### config.mk
export PLATFORM = sky130hd
export DESIGN_NAME = psi_ctrl
export DESIGN_NICKNAME = d
export VERILOG_FILES = /design/src/hw/rtl/psi_pkg.sv /design/src/hw/rtl/psi_ctrl.sv
export VERILOG_INCLUDE_DIRS = /design/src /design/src/hw/rtl
export SDC_FILE = /design/constraint.sdc
export NUM_CORES = 1
export LEC_CHECK = 0
export ABC_AREA = 0
export BUFFER_PORTS_ARGS = -buffer_cell sky130_fd_sc_hd__buf_2
export CAP_MARGIN = 15
export CORE_MARGIN = 4
export CORE_UTILIZATION = 45
export DETAILED_ROUTE_END_ITERATION = 10
export PLACE_DENSITY_LB_ADDON = 0.15
export SETUP_SLACK_MARGIN = 0.05
export SYNTH_ARGS = -nofsm -noshare
export SYNTH_HDL_FRONTEND = slang
export SYNTH_SLANG_ARGS = --single-unit
### constraint.sdc
create_clock -name clock -period 6.4 [get_ports clock]
set_input_delay 1.92 -clock clock [delete_from_list [all_inputs] [get_ports clock]]
set_output_delay 1.92 -clock clock [all_outputs]
set_load 0.02 [all_outputs]
### src/hw/rtl/assert_macros.svh
// ----------------------------------------------------------------------------
// Assertion macros
// Shared concurrent assertion forms used by the polygon intersection RTL.
// ----------------------------------------------------------------------------
`ifndef ASSERT_MACROS_SVH
`define ASSERT_MACROS_SVH

// Same-cycle implication, disabled during reset.
`define ASSERT_IMPLY(lbl, clk, rst, ante, cons) \
   lbl: assert property (@(posedge clk) disable iff (rst) (ante) |-> (cons)) \
      else $error("same-cycle implication check failed");

// Next-cycle implication, disabled during reset.
`define ASSERT_NEXT(lbl, clk, rst, ante, cons) \
   lbl: assert property (@(posedge clk) disable iff (rst) (ante) |=> (cons)) \
      else $error("next-cycle implication check failed");

`endif

### src/hw/rtl/psi_pkg.sv
// ----------------------------------------------------------------------------
// Polygon segment intersection package
// Shared types and constants for the controller, datapath and top level.
// ----------------------------------------------------------------------------
package psi_pkg;

   localparam int COUNT_BITS   = 5;
   localparam int INDEX_BITS   = 4;
   localparam int SIDE_BITS    = 4;
   localparam int MIN_VERTICES = 2;

   localparam logic [COUNT_BITS-1:0] VERTEX_COUNT_RESET = 5'd4;

   localparam logic MODE_LOAD  = 1'b0;
   localparam logic MODE_QUERY = 1'b1;

   // Word index of the vertex count register on the configuration port.
   localparam logic REG_VERTEX_COUNT = 1'b0;

   typedef enum logic [1:0] {
      ST_IDLE,
      ST_READ,
      ST_WAIT,
      ST_DONE
   } state_type;

   typedef struct packed {
      logic capture;
      logic store;
      logic rd_en;
      logic rd_pair;
      logic flush;
   } cmd_type;

   typedef struct packed {
      logic side_valid;
      logic side_hit;
   } stat_type;

endpackage

### src/hw/rtl/psi_ctrl.sv
// ----------------------------------------------------------------------------
// Polygon segment intersection controller
// Sequences vertex reads for a query, watches side verdicts, and issues
// one result per transaction.
// ----------------------------------------------------------------------------
`include "assert_macros.svh"

module psi_ctrl #(
   parameter int MAX_VERTICES = 16
) (
   input  logic                                clock,
   input  logic                                reset,
   input  logic                                start,
   input  logic                                req_mode,
   input  logic [psi_pkg::COUNT_BITS-1:0]      vertex_count,
   output logic                                busy,
   output logic                                rsp_valid,
   output logic                                rsp_hit,
   output logic [psi_pkg::SIDE_BITS-1:0]       rsp_hit_side,
   output psi_pkg::cmd_type                    cmd,
   output logic [$clog2(MAX_VERTICES)-1:0]     rd_addr,
   output logic [$clog2(MAX_VERTICES)-1:0]     rd_side,
   input  psi_pkg::stat_type                   stat,
   input  logic [$clog2(MAX_VERTICES)-1:0]     stat_side
);

   localparam int AW = $clog2(MAX_VERTICES);
   localparam int CW = $clog2(MAX_VERTICES + 1);
   localparam int IW = (AW > psi_pkg::SIDE_BITS) ? AW : psi_pkg::SIDE_BITS;

   psi_pkg::state_type state_ff, state_in;
   logic [CW-1:0]      k_ff, k_in;
   logic               hit_ff, hit_in;
   logic [psi_pkg::SIDE_BITS-1:0] side_ff, side_in;

   logic [CW-1:0] n_eff;
   logic [CW-1:0] last_w;
   logic [CW-1:0] side_w;
   logic [IW-1:0] stat_wide;
   logic          accept;

   always_comb begin
      if (32'(vertex_count) < 32'(psi_pkg::MIN_VERTICES)) begin
         n_eff = CW'(psi_pkg::MIN_VERTICES);
      end else if (32'(vertex_count) > 32'(MAX_VERTICES)) begin
         n_eff = CW'(MAX_VERTICES);
      end else begin
         n_eff = CW'(vertex_count);
      end
   end

   assign last_w    = n_eff - CW'(1);
   assign side_w    = k_ff - CW'(1);
   assign stat_wide = IW'(stat_side);
   assign accept    = start && !busy;

   assign rd_addr = (k_ff == n_eff) ? '0 : k_ff[AW-1:0];
   assign rd_side = side_w[AW-1:0];

   always_ff @(posedge clock) begin
      if (reset) begin
         state_ff <= psi_pkg::ST_IDLE;
         k_ff     <= '0;
         hit_ff   <= 1'b0;
         side_ff  <= '0;
      end else begin
         state_ff <= state_in;
         k_ff     <= k_in;
         hit_ff   <= hit_in;
         side_ff  <= side_in;
      end
   end

   always_comb begin
      state_in    = state_ff;
      k_in        = k_ff;
      hit_in      = hit_ff;
      side_in     = side_ff;
      cmd.capture = 1'b0;
      cmd.store   = 1'b0;
      cmd.rd_en   = 1'b0;
      cmd.rd_pair = (k_ff != '0);
      cmd.flush   = 1'b0;
      case (state_ff)
         psi_pkg::ST_IDLE: begin
            if (start) begin
               cmd.capture = 1'b1;
               hit_in      = 1'b0;
               side_in     = '0;
               k_in        = '0;
               if (req_mode == psi_pkg::MODE_LOAD) begin
                  cmd.store = 1'b1;
                  state_in  = psi_pkg::ST_DONE;
               end else begin
                  state_in  = psi_pkg::ST_READ;
               end
            end
         end
         psi_pkg::ST_READ, psi_pkg::ST_WAIT: begin
            if (stat.side_valid && stat.side_hit) begin
               hit_in    = 1'b1;
               side_in   = stat_wide[psi_pkg::SIDE_BITS-1:0];
               cmd.flush = 1'b1;
               state_in  = psi_pkg::ST_DONE;
            end else if (stat.side_valid && (stat_side == last_w[AW-1:0])) begin
               cmd.flush = 1'b1;
               state_in  = psi_pkg::ST_DONE;
            end else if (state_ff == psi_pkg::ST_READ) begin
               cmd.rd_en = 1'b1;
               k_in      = k_ff + CW'(1);
               if (k_ff == n_eff) begin
                  state_in = psi_pkg::ST_WAIT;
               end
            end
         end
         psi_pkg::ST_DONE: begin
            state_in = psi_pkg::ST_IDLE;
         end
         default: begin
            state_in = psi_pkg::ST_IDLE;
         end
      endcase
   end

   assign busy         = (state_ff != psi_pkg::ST_IDLE);
   assign rsp_valid    = (state_ff == psi_pkg::ST_DONE);
   assign rsp_hit      = hit_ff;
   assign rsp_hit_side = side_ff;

   `ASSERT_NEXT(a_done_one_cycle, clock, reset, state_ff == psi_pkg::ST_DONE, state_ff == psi_pkg::ST_IDLE)
   `ASSERT_IMPLY(a_rd_in_range, clock, reset, cmd.rd_en, 32'(rd_addr) < 32'(n_eff))
   `ASSERT_IMPLY(a_verdict_while_busy, clock, reset, stat.side_valid, state_ff == psi_pkg::ST_READ || state_ff == psi_pkg::ST_WAIT)
   `ASSERT_NEXT(a_load_responds, clock, reset, accept && (req_mode == psi_pkg::MODE_LOAD), rsp_valid && !rsp_hit)

endmodule

# Word level (Yosys, flattened, before mapping)
# Index checks and enable logic that the tools add are counted.
[word_totals]
ff_bits = 12
latchBits = 0
mem_bits_rw = 0
mem_bits_ro = 0
inputBits = 15
out_inout_bits = 20
wordCells = 62
memories = 0
[classes]
n_addsub = 3
mul = 0
n_div = 0
magnitude_cmp = 2
n_eq_ne = 12
shifts = 0
n_mux = 31
n_bitwise = 0
reduce_logical = 10
[op_table]
columns = ["cell", "count"]
rows = [
  ["2-to-1 mux 5 bit", 6],
  ["2-to-1 mux 2 bit", 8],
  ["2-to-1 mux 4 bit", 3],
  ["2-to-1 mux 1 bit", 10],
  ["inequality test 2 bit (second input constant)", 5],
  ["one-hot mux 5 bit (2 select lines)", 1],
  ["inequality test 4 bit (second input constant)", 2],
  ["one-hot mux 4 bit (2 select lines)", 1],
  ["subtractor 4 x 1 -> 4 bit (second input constant)", 2],
  ["one-hot mux 2 bit (3 select lines)", 1],
  ["AND reduction 3 bit", 2],
  ["adder 5 x 1 -> 5 bit (second input constant)", 1],
  ["== test 5 bit", 1],
  ["greater-than comparator 5 bit (second input constant)", 1],
  ["< comparator 5 x 2 -> 1 bit (second input constant)", 1],
  ["AND reduction 5 bit", 1],
  ["nonzero test 5 bit", 1],
  ["== test 2 bit (second input constant)", 2],
  ["== test 4 bit", 1],
  ["nonzero test 2 bit", 2],
  ["== test 2 x 1 -> 1 bit (second input constant)", 1],
  ["logical AND 1 bit", 2],
  ["zero test 2 bit", 1],
  ["one-hot mux 1 bit (2 select lines)", 1],
  ["OR reduction 2 bit", 1],
]

# Depth between registers and ports, before layout
# Gate-level depths: netlist of run 1.
[depth]
ltp_word = 9
mapped_depth = 9
depth_no_buf = 9

# Least setup slack after synthesis of run 1
# OpenSTA, ideal clock, no wires.
[synth_timing]
path_kind = "input to output"
from = "input vertex_count[4] (netlist name)"
to = "output cmd[0] (netlist name)"
arrival_ns = 3.502
required_ns = 4.480
path_slack_ns = 0.978
stages = 8
path_buffers = 0
cell_sequence = "nand2b_1 -> or2_2 -> ha_1 -> xnor2_1 -> xnor2_1 -> a211oi_2 -> a21boi_1 -> nor2_1"
[synth_rtl]
columns = ["item", "line_no", "rtl"]
rows = [
  ["from (decl)", "psi_ctrl.sv:15", "input logic [psi_pkg::COUNT_BITS-1:0] vertex_count,"],
  ["to (decl)", "psi_ctrl.sv:20", "output psi_pkg::cmd_type cmd,"],
]

==> metrics.md, run 1 <==
| Metric | Value |
|---|---|
| Max VDD drop | roughly 0.18 mV |
| Total number of yosys warnings | 0 |
| Num CTS Buffers | 3 |
| Synth Area per Inst | 7.996 sq um |
| Mapped Cells | 128 |
| Fin. max-slew vios | 0 |
| Post-CTS Resized | 0 |
| Reg area | 240.2 sq um |
| Skew final | 0.003555 ns |
| WL final | 2.369 mm |
| First-pass GRT wire length | 4.077 mm |
| Worst Reg-to-Reg Cells | 8 |
| Async SR Flop Fraction | 0% |
| DRC Markers | 0 |
| DR vias/cell | ~5.3 |
| Cell leakage power | ~0.58 nW |
| Comb power frac | 61.9% |
| Starting Density | 46.72% |
| Die ar. | approximately 3100 sq um |
| Flop pwr share | a little under a quarter |
| Max-Slew Margin vs Limit | 60.94% |
| RSZ-0062 raised after global routing | no |
| Total GRT Usage | between 10% and 20% |
| EDFF count, synth | 0 |
| Fill cell count | 205 |
| Synth Flop Type | dfxtp_1 |
| Crit end category | primary output |
| Crit-path max FO | 5 |
| Int Pwr | between 200 and 250 uW |
| R2R Setup Slk | 4.18 ns |
| Via count | 1001 |
| Post-synth top area cell | dfxtp_1 |
| Grt total ovfl | 0 |
| Clock Power Share | 14.5% |
| Switching fraction of total power | 47.33% |
| Most used standard cell by instance count after synthesis | nor2_1 |
| Synth area leaders | dfxtp_1 23%, ha_1 12%, nor2_1 7.7% |
| Sequential share of the synthesized area | 23.47% |
| Die Y-Extent | 55.69 um |
| Cell depth of the worst hold path | 2 |
| Chip width | 55.69 um |
| Power Total | 426.8 uW |
| Drt pass-1 iters | 5 |
| Hpwl dp | 1.934 mm |
| Syn_nets | 153 |
| Clock sinks | 12 |
| Multi-input gate area | 709.4 sq um |
| Pwr Density | 344.2 nW/um^2 |
| Final Wtd Congestion | 0.7476 |
| Nets | approximately 190 |
| Hold crit path type | reg2reg |
| Net Switching | 202.0 uW |
| Worst Setup SP | vertex_count[4] |
| Actual slew at the worst max-slew pin | 0.5815 ns |
| Row cnt | 17 |
| Final setup vio count | 0 |
| Antenna Nets Post-Route | 0 |
| Layout cells sized above 1 | between 20 and 30% |
| Minimum clock period | 5.713 ns |
| Initial antenna violation count | 0 |
| Max Cap Viol | 0 |
| Wire per inst | 12.47 um |
| Setup TNS | 0 ns |
| Largest net degree at the start of global routing | 18 |
| Clock root buffer | clkbuf_4 |
| Final Hold Vio Count | 0 |
| # diodes | 0 |
| Reg-to-Reg Start | state_ff[1]$_SDFFE_PP0P_ |
| Setup crit end | cmd[2] |
| I/O pin count | 35 |
| Post-synth top area share | 23.47% |
| Max Clk Rate | 0.1750 GHz |
| CP startpoint kind | input pin |
| Distinct cells, synth | 40 |
| Vias in the first global route | 972 |
| CTS tree | built |
| Core area | 2191 sq um |
| Layout area overhead | 21.15% |
| Clk buf depth | 2 |
| Clock slew at reported path FFs | 0.08 ns |
| CP Data Arrival Time | 3.79 ns |
| H-tree Lvls | 1 |
| Status | finished clean |
| DR iter-0 viols | 14 |
| PortBufs | 34 |
| Post-CTS Setup Bufs | 0 |
| Post-synthesis cell area | 1023 sq um |
| R2r endpoint | k_ff[2]$_SDFFE_PP0P_ |
| Crit Path Class | in2out |
| Worst endpoint required time | 4.48 ns |
| Tcrit/Tclk final | roughly 89% |
| Commonest cells in the netlist | 21 x nor2_1, 13 x inv_1, 12 x dfxtp_1 |
| Hold-fix buffers at CTS | 0 |
| Worst skew pair latency | between 0.2 and 0.3 ns |
| Register bit total from synthesis | 12 |
==> state kept, by name, indices dropped and copies added (netlist names) <==
| name | cells |
|---|---|
| k_ff | 5 |
| rsp_hit | 1 |
| rsp_hit_side | 4 |
| state_ff | 2 |
==> placed cells by master (no fill, tap or decap), types with 2 or more instances in the layout <==
cell type / Yosys / layout
a211o_1: 2 / 2
xnor2_1: 4 / 4
nor2b_1: 2 / 2
a21oi_1: 6 / 6
or3_1: 5 / 5
a22oi_1: 4 / 4
ha_1: 10 / 10
buf_2: 2 / 34
or2_2: 2 / 2
clkbuf_4: 0 / 3
nand3_1: 3 / 3
nand2b_1: 2 / 2
inv_1: 13 / 13
nor3_1: 4 / 4
nor2_1: 21 / 21
mux2i_1: 3 / 3
nand2_1: 4 / 4
o21ai_0: 2 / 2
and3_1: 2 / 2
dfxtp_1: 12 / 12
xor2_1: 3 / 3
o32ai_1: 3 / 3
==> cell families after synthesis <==
kind of cell	Yosys count	synth area share, %
compound gates	28	21.27
xor+xnor	7	5.990
fa+ha+maj	10	12.22
buf+inv	17	7.213
flops	12	23.47
mux	5	5.134
simple gates	49	24.69
==> worst min path at each step <==
stage,startpoint,end,slack [ns]
finish,rsp_hit$_SDFFE_PP0P_,rsp_hit$_SDFFE_PP0P_,0.51
global route,rsp_hit$_SDFFE_PP0P_,rsp_hit$_SDFFE_PP0P_,0.55
CTS,rsp_hit_side[1]$_SDFFE_PP0P_,rsp_hit_side[1]$_SDFFE_PP0P_,0.51
detailed placement,rsp_hit_side[1]$_SDFFE_PP0P_,rsp_hit_side[1]$_SDFFE_PP0P_,0.49
global placement,rsp_hit_side[1]$_SDFFE_PP0P_,rsp_hit_side[1]$_SDFFE_PP0P_,0.48
floorplan,state_ff[1]$_SDFFE_PP0P_,state_ff[1]$_SDFFE_PP0P_,0.50
==> per-layer routing <==
layer / track usage [%] / vias up / wire length (um)
met5: 0 / - / 0
met4: 5.208 / 0 / 13
met3: 3.480 / 2 / 119
met2: 26.86 / 28 / 1120
met1: 20.11 / 455 / 1116
li1: - / 516 / -
==> worst max-delay path, cell delays in order <==
cell and delay [ns]:
buf_2 0.13, nand2b_1 0.16, or2_2 0.31, ha_1 0.21
xnor2_1 0.17, xnor2_1 0.10, a211oi_2 0.26, a21boi_1 0.16
and3_1 0.21, buf_2 0.15
==> area by class of cell <==
cell class | instances | share of cell area [%]
Multi-Input combinational cell | 99 | 57.21
Sequential cell | 12 | 19.37
Timing Repair Buffer | 34 | 13.72
Inverter | 13 | 3.935
Clock buffer | 4 | 2.926
Tap cell | 28 | 2.825
==> per-stage QoR <==
step / setup WS (ns) / utilization, % / area (sq um) / hold WS [ns] / instances
after floorplan: 0.9781 / - / 1023 / 0.4959 / 128
after global placement: 0.7506 / 54.94 / 1204 / 0.4772 / 186
after detailed placement: 0.6965 / 54.94 / 1204 / 0.4864 / 186
after CTS: 0.6971 / 56.60 / 1240 / 0.5111 / 190
after global routing: 0.4999 / 56.60 / 1240 / 0.5498 / 190
final: 0.6867 / 56.60 / 1240 / 0.5103 / 190
==> power by group through the flow <==
stage	Combinational, mW	Sequential [mW]	Clock [mW]
after floorplan	0.205	0.0996	0
after global placement	0.262	0.102	0
after detailed placement	0.266	0.102	0
after CTS	0.267	0.101	0.0642
after global routing	0.292	0.104	0.0692
final	0.264	0.101	0.0620
Power figures use the tool's default switching activity.
==> run 2, diff against run 1 <==
--- a/config.mk
+++ b/config.mk
@@ -9,8 +9,10 @@
 export ABC_AREA = 0
 export BUFFER_PORTS_ARGS = -buffer_cell sky130_fd_sc_hd__buf_2
 export CAP_MARGIN = 15
+export CELL_PAD_IN_SITES_DETAIL_PLACEMENT = 1
+export CELL_PAD_IN_SITES_GLOBAL_PLACEMENT = 2
 export CORE_MARGIN = 4
-export CORE_UTILIZATION = 45
+export CORE_UTILIZATION = 29
 export DETAILED_ROUTE_END_ITERATION = 10
 export PLACE_DENSITY_LB_ADDON = 0.15
 export SETUP_SLACK_MARGIN = 0.05
==> metrics.md, run 2 (synthesized netlist as in run 1, its figures left out) <==
| Metric | Value |
|---|---|
| Chip width | 67.41 um |
| RSZ-0062 raised after global routing | no |
| Via count | 1030 |
| Worst Setup SP | vertex_count[4] |
| Num CTS Buffers | 3 |
| Commonest non-fill, non-tap cell in the layout | buf_2 |
| Tcrit/Tclk final | about 90% |
| Hold-fix buffers at CTS | 0 |
| WL final | between 2 and 3 mm |
| Layout cells sized above 1 | 27.95% |
| CTS tree | built |
| Design area | around 1200 sq um |
| CP startpoint kind | input pin |
| Core area | 3363 sq um |
| Int Pwr | 212.6 uW |
| Post-CTS Resized | 0 |
| Max-Slew Margin vs Limit | 64.12% |
| PortBufs | 34 |
| Largest net degree at the start of global routing | 18 |
| DP Cell Count | 204 |
| Grt total ovfl | 0 |
| # diodes | 0 |
| Switching fraction of total power | between 50% and 60% |
| Vias in the first global route | 1045 |
| Clock sinks | 12 |
| DRC Markers | 0 |
| Final setup vio count | 0 |
| Worst endpoint required time | ~4.5 ns |
| Clock Power Share | 12.8% |
| Wire per inst | 14.05 um |
| Crit end category | primary output |
| Max VDD drop | 0.09182 mV |
| DR vias/cell | 4.976 |
| Fin Hold WS | 0.4881 ns |
| Status | finished clean |
| Starting Density | 30.43% |
| Setup TNS | 0 ns |
| H-tree Lvls | 1 |
| Reg-to-Reg Start | state_ff[1]$_SDFFE_PP0P_ |
| Dpl cell area | 1226 sq um |
| Max Clk Rate | 0.1737 GHz |
| Hold endpoint | rsp_hit$_SDFFE_PP0P_ |
| Clock slew at reported path FFs | 0.09 ns |
| Crit Path Class | in2out |
| Actual slew at the worst max-slew pin | between 0.5 and 0.6 ns |
| Worst skew pair latency | 0.29 ns |
| Nets | 188 |
| Cell leakage power | 0.5718 nW |
| Non-Filler Instances | just over 200 |
| Hold path start | rsp_hit$_SDFFE_PP0P_ |
| Hpwl dp | 2.344 mm |
| Layout area overhead | 22.01% |
| Comb power frac | between 60% and 70% |
| Fin util | 37.13% |
| Die Y-Extent | between 60 and 70 um |
| Final Wtd Congestion | roughly 0.72 |
| Skew final | just under 0.006 ns |
| Drt pass-1 iters | 6 |
| First-pass GRT wire length | 4.802 mm |
| Most flop-heavy register | k_ff |
| Die ar. | ~4500 sq um |
| Clk buf depth | 2 |
| Crit-path max FO | 5 |
| DR iter-0 viols | 41 |
| Net Switching | about 210 uW |
| Clock root buffer | clkbuf_4 |
| I/O pin count | 35 |
| R2r endpoint | k_ff[2]$_SDFFE_PP0P_ |
| Fin. max-slew vios | 0 |
| CP Data Arrival Time | 3.84 ns |
| Flop pwr share | 23.8% |
| Initial antenna violation count | 0 |
| Most frequent cells in the layout | 34 x buf_2, 21 x nor2_1, 13 x inv_1, 12 x dfxtp_1, 10 x ha_1 |
| Hold crit path type | reg2reg |
| Final Hold Vio Count | 0 |
| Antenna Nets Post-Route | 0 |
| Cell depth of the worst hold path | 2 |
| Row cnt | 21 |
| Post-CTS Setup Bufs | 0 |
| Total GRT Usage | 14.24% |
| R2R Setup Slk | 4.15 ns |
| Largest register FFs | 5 |
| Max Cap Viol | 0 |
| Pwr Density | 340.5 nW/um^2 |
| Worst Reg-to-Reg Cells | 8 |
| Minimum clock period | 5.758 ns |
-- run 2: cell types whose count changed in the layout (fill, tap and decap cells not counted), sizes merged --
cell    previous run  this run
clkbuf             4         3
-- run 2: power by group through the flow --
| stage | Sequential (mW) | Clock, mW | Combinational, mW |
|---|---|---|---|
| after floorplan | 0.0996 | 0 | 0.205 |
| after global placement | 0.103 | 0 | 0.271 |
| after detailed placement | 0.103 | 0 | 0.273 |
| after CTS | 0.101 | 0.0555 | 0.274 |
| after global routing | 0.103 | 0.0579 | 0.300 |
| final | 0.101 | 0.0542 | 0.270 |
-- run 2: layout make-up --
class | instances | area [sq um]
repair buffers | 34 | 170.2
well taps | 46 | 57.56
clock buffers | 3 | 22.52
fillers | 450 | 2115
flip-flops and latches | 12 | 240.2
multi-input cells | 99 | 709.4
inverters | 13 | 48.80
-- run 2: worst max-delay path by stage --
stage | to | slack, ns
3_5_place_dp | cmd[2] | 0.63
3_3_place_gp | cmd[2] | 0.74
4_1_cts | cmd[2] | 0.63
6_report | cmd[2] | 0.64
5_1_grt | cmd[2] | 0.49
2_1_floorplan | cmd[0] | 0.98
-- run 2: critical path, stage by stage --
cell and delay (ns):
buf_2 0.13, nand2b_1 0.16, or2_2 0.31, ha_1 0.31, xor2_1 0.18, nand2_1 0.08, a211oi_2 0.23, a21boi_1 0.17
and3_1 0.21, buf_2 0.15
-- run 2: per-stage QoR --
step	power, mW	setup WS (ns)
3_5_place_dp	0.3763	0.6301
2_1_floorplan	0.3047	0.9781
6_report	0.4251	0.6420
5_1_grt	0.4611	0.4927
4_1_cts	0.4308	0.6288
3_3_place_gp	0.3740	0.7366
-- run 2: layer usage --
metal | up-vias | global-route usage, % | wire length (um)
met5 | - | 0 | 0
li1 | 511 | - | -
met1 | 493 | 17.45 | 1397
met4 | 0 | 6.835 | 54
met2 | 21 | 23.07 | 1358
met3 | 5 | 3.661 | 98
==> run 3, diff against run 2 <==
--- a/config.mk
+++ b/config.mk
@@ -15,7 +15,7 @@
 export CORE_UTILIZATION = 29
 export DETAILED_ROUTE_END_ITERATION = 10
 export PLACE_DENSITY_LB_ADDON = 0.15
-export SETUP_SLACK_MARGIN = 0.05
+export RECOVER_POWER = 100
 export SYNTH_ARGS = -nofsm -noshare
 export SYNTH_HDL_FRONTEND = slang
 export SYNTH_SLANG_ARGS = --single-unit
==> metrics.md, run 3 (synthesized netlist as in run 1, its figures left out) <==
| Metric | Value |
|---|---|
| Fill cell count | 463 |
| Starting Density | between 30% and 40% |
| DRC Markers | 0 |
| CP Data Arrival Time | 4.05 ns |
| Fin. max-slew vios | 0 |
| Final Wtd Congestion | 0.7219 |
| PortBufs | 34 |
| Final setup vio count | 0 |
| Die ar. | about 4500 sq um |
| Total GRT Usage | around 14% |
| # diodes | 0 |
| Hpwl dp | 2.344 mm |
| Row cnt | 21 |
| DP Worst Slack | 0.6301 ns |
| Max-Slew Margin vs Limit | 63.95% |
| Initial antenna violation count | 0 |
| Antenna Nets Post-Route | 0 |
| Post-route setup slack | 0.4322 ns |
| Non-Filler Instances | 207 |
| I/O pin count | 35 |
| Reg area | between 200 and 250 sq um |
| Num CTS Buffers | 3 |
| CP Buf/Inv Count | 2 |
| Hold path start | rsp_hit$_SDFFE_PP0P_ |
| Post-CTS Resized | 0 |
| Clock root buffer | clkbuf_4 |
| Die Y-Extent | 67.41 um |
| Crit end category | primary output |
| Chip width | slightly below 70 um |
| Layout area overhead | 18.34% |
| Clock slew at reported path FFs | around 0.080 ns |
| Worst-path cell chain | clkbuf_1 -> nand2b_1 -> or2_2 -> ha_1 -> xor2_1 -> nand2_1 -> a211oi_1 -> a21boi_0 -> and3_1 -> clkbuf_1 |
| Crit Path Class | in2out |
| Skew final | 0.007816 ns |
| Reg-to-Reg Start | state_ff[1]$_SDFFE_PP0P_ |
| Setup TNS | 0 ns |
| Actual slew at the worst max-slew pin | 0.5367 ns |
| Max VDD drop | 0.08161 mV |
| Post-CTS Setup Bufs | 0 |
| Crit-path max FO | 5 |
| Via count | ~1000 |
| Delay-heaviest family, CP | simple AND/OR/NAND/NOR gates |
| Largest register FFs | 5 |
| Drt pass-1 iters | 4 |
| Worst skew pair latency | 0.30 ns |
| H-tree Lvls | 1 |
| Most flop-heavy register | k_ff |
| Clk buf depth | 2 |
| Core area | around 3400 sq um |
| Wire per inst | about 14 um |
| Tcrit/Tclk final | about 93% |
| Vias in the first global route | 1045 |
| DR iter-0 viols | 32 |
| Max Cap Viol | 0 |
| Worst Setup SP | vertex_count[4] |
| Cell leakage power | about 0.5 nW |
| Max Clk Rate | 0.1676 GHz |
| Final Hold Vio Count | 0 |
| CP startpoint kind | input pin |
| Multi-input gate area | 698.2 sq um |
| Nets | 188 |
| Largest net degree at the start of global routing | 18 |
| WL final | 2.914 mm |
| Worst endpoint required time | 4.48 ns |
| Fin Hold WS | 0.4928 ns |
| CP max stage cell | a211oi_1 |
| Status | finished clean |
| CP max stage delay | 0.32 ns |
| Layout cells sized above 1 | 13.04% |
| Hold crit path type | reg2reg |
| First-pass GRT wire length | between 4 and 5 mm |
| Minimum clock period | 5.968 ns |
| Hold-fix buffers at CTS | 0 |
| RSZ-0062 raised after global routing | no |
| Most frequent cells in the layout | 21 x nor2_1, 21 x clkbuf_1, 13 x inv_1, 13 x buf_2, 12 x dfxtp_1 |
| CTS tree | built |
| Grt total ovfl | 0 |
| DR vias/cell | ~5.0 |
| DP Cell Count | around 200 |
| Pwr Density | 340.0 nW/um^2 |
| Most frequent CP cell | clkbuf_1 |
| Clock sinks | 12 |
==> run 3: cell type report <==
type / instances / area share (%)
Multi-Input combinational cell: 99 / 57.64
Sequential cell: 12 / 19.83
Timing Repair Buffer: 34 / 11.88
Tap cell: 46 / 4.752
Inverter: 13 / 4.029
Clock buffer: 3 / 1.860
==> run 3: final timing paths <==
path,end,slack [ns],cells after the start
worst min register to register,rsp_hit$_SDFFE_PP0P_,0.49,2
worst min-delay path,rsp_hit$_SDFFE_PP0P_,0.49,2
worst max register to register,k_ff[2]$_SDFFE_PP0P_,4.16,8
worst max-delay path,cmd[2],0.43,10
==> run 3: report_power, final <==
part | switching [mW] | internal (mW)
sequential | 0.0146 | 0.0862
combinational | 0.164 | 0.0923
clock | 0.0327 | 0.0220
==> run 3: worst reg2reg max path: stages (launching register included) <==
cell,delay [ns]
dfxtp_1,0.41
inv_1,0.11
ha_1,0.53
mux2i_1,0.17
nor2_1,0.11
o21ai_0,0.09
a31o_1,0.28
or2_2,0.34
o32ai_1,0.12
==> run 3: stage by stage <==
stage	instance area (sq um)	util, %	total power [mW]
floorplan	1023	-	0.3047
global placement	1226	36.46	0.3740
detailed placement	1226	36.46	0.3763
CTS	1249	37.13	0.4308
global route	1211	36.01	0.4483
finish	1211	36.01	0.4118
==> run 3: routing by layer <==
metal	up-vias	global-route usage [%]	wire, um
met5	-	0	0
met3	5	3.661	110
li1	512	-	-
met2	18	23.07	1380
met1	491	17.45	1368
met4	0	6.835	54
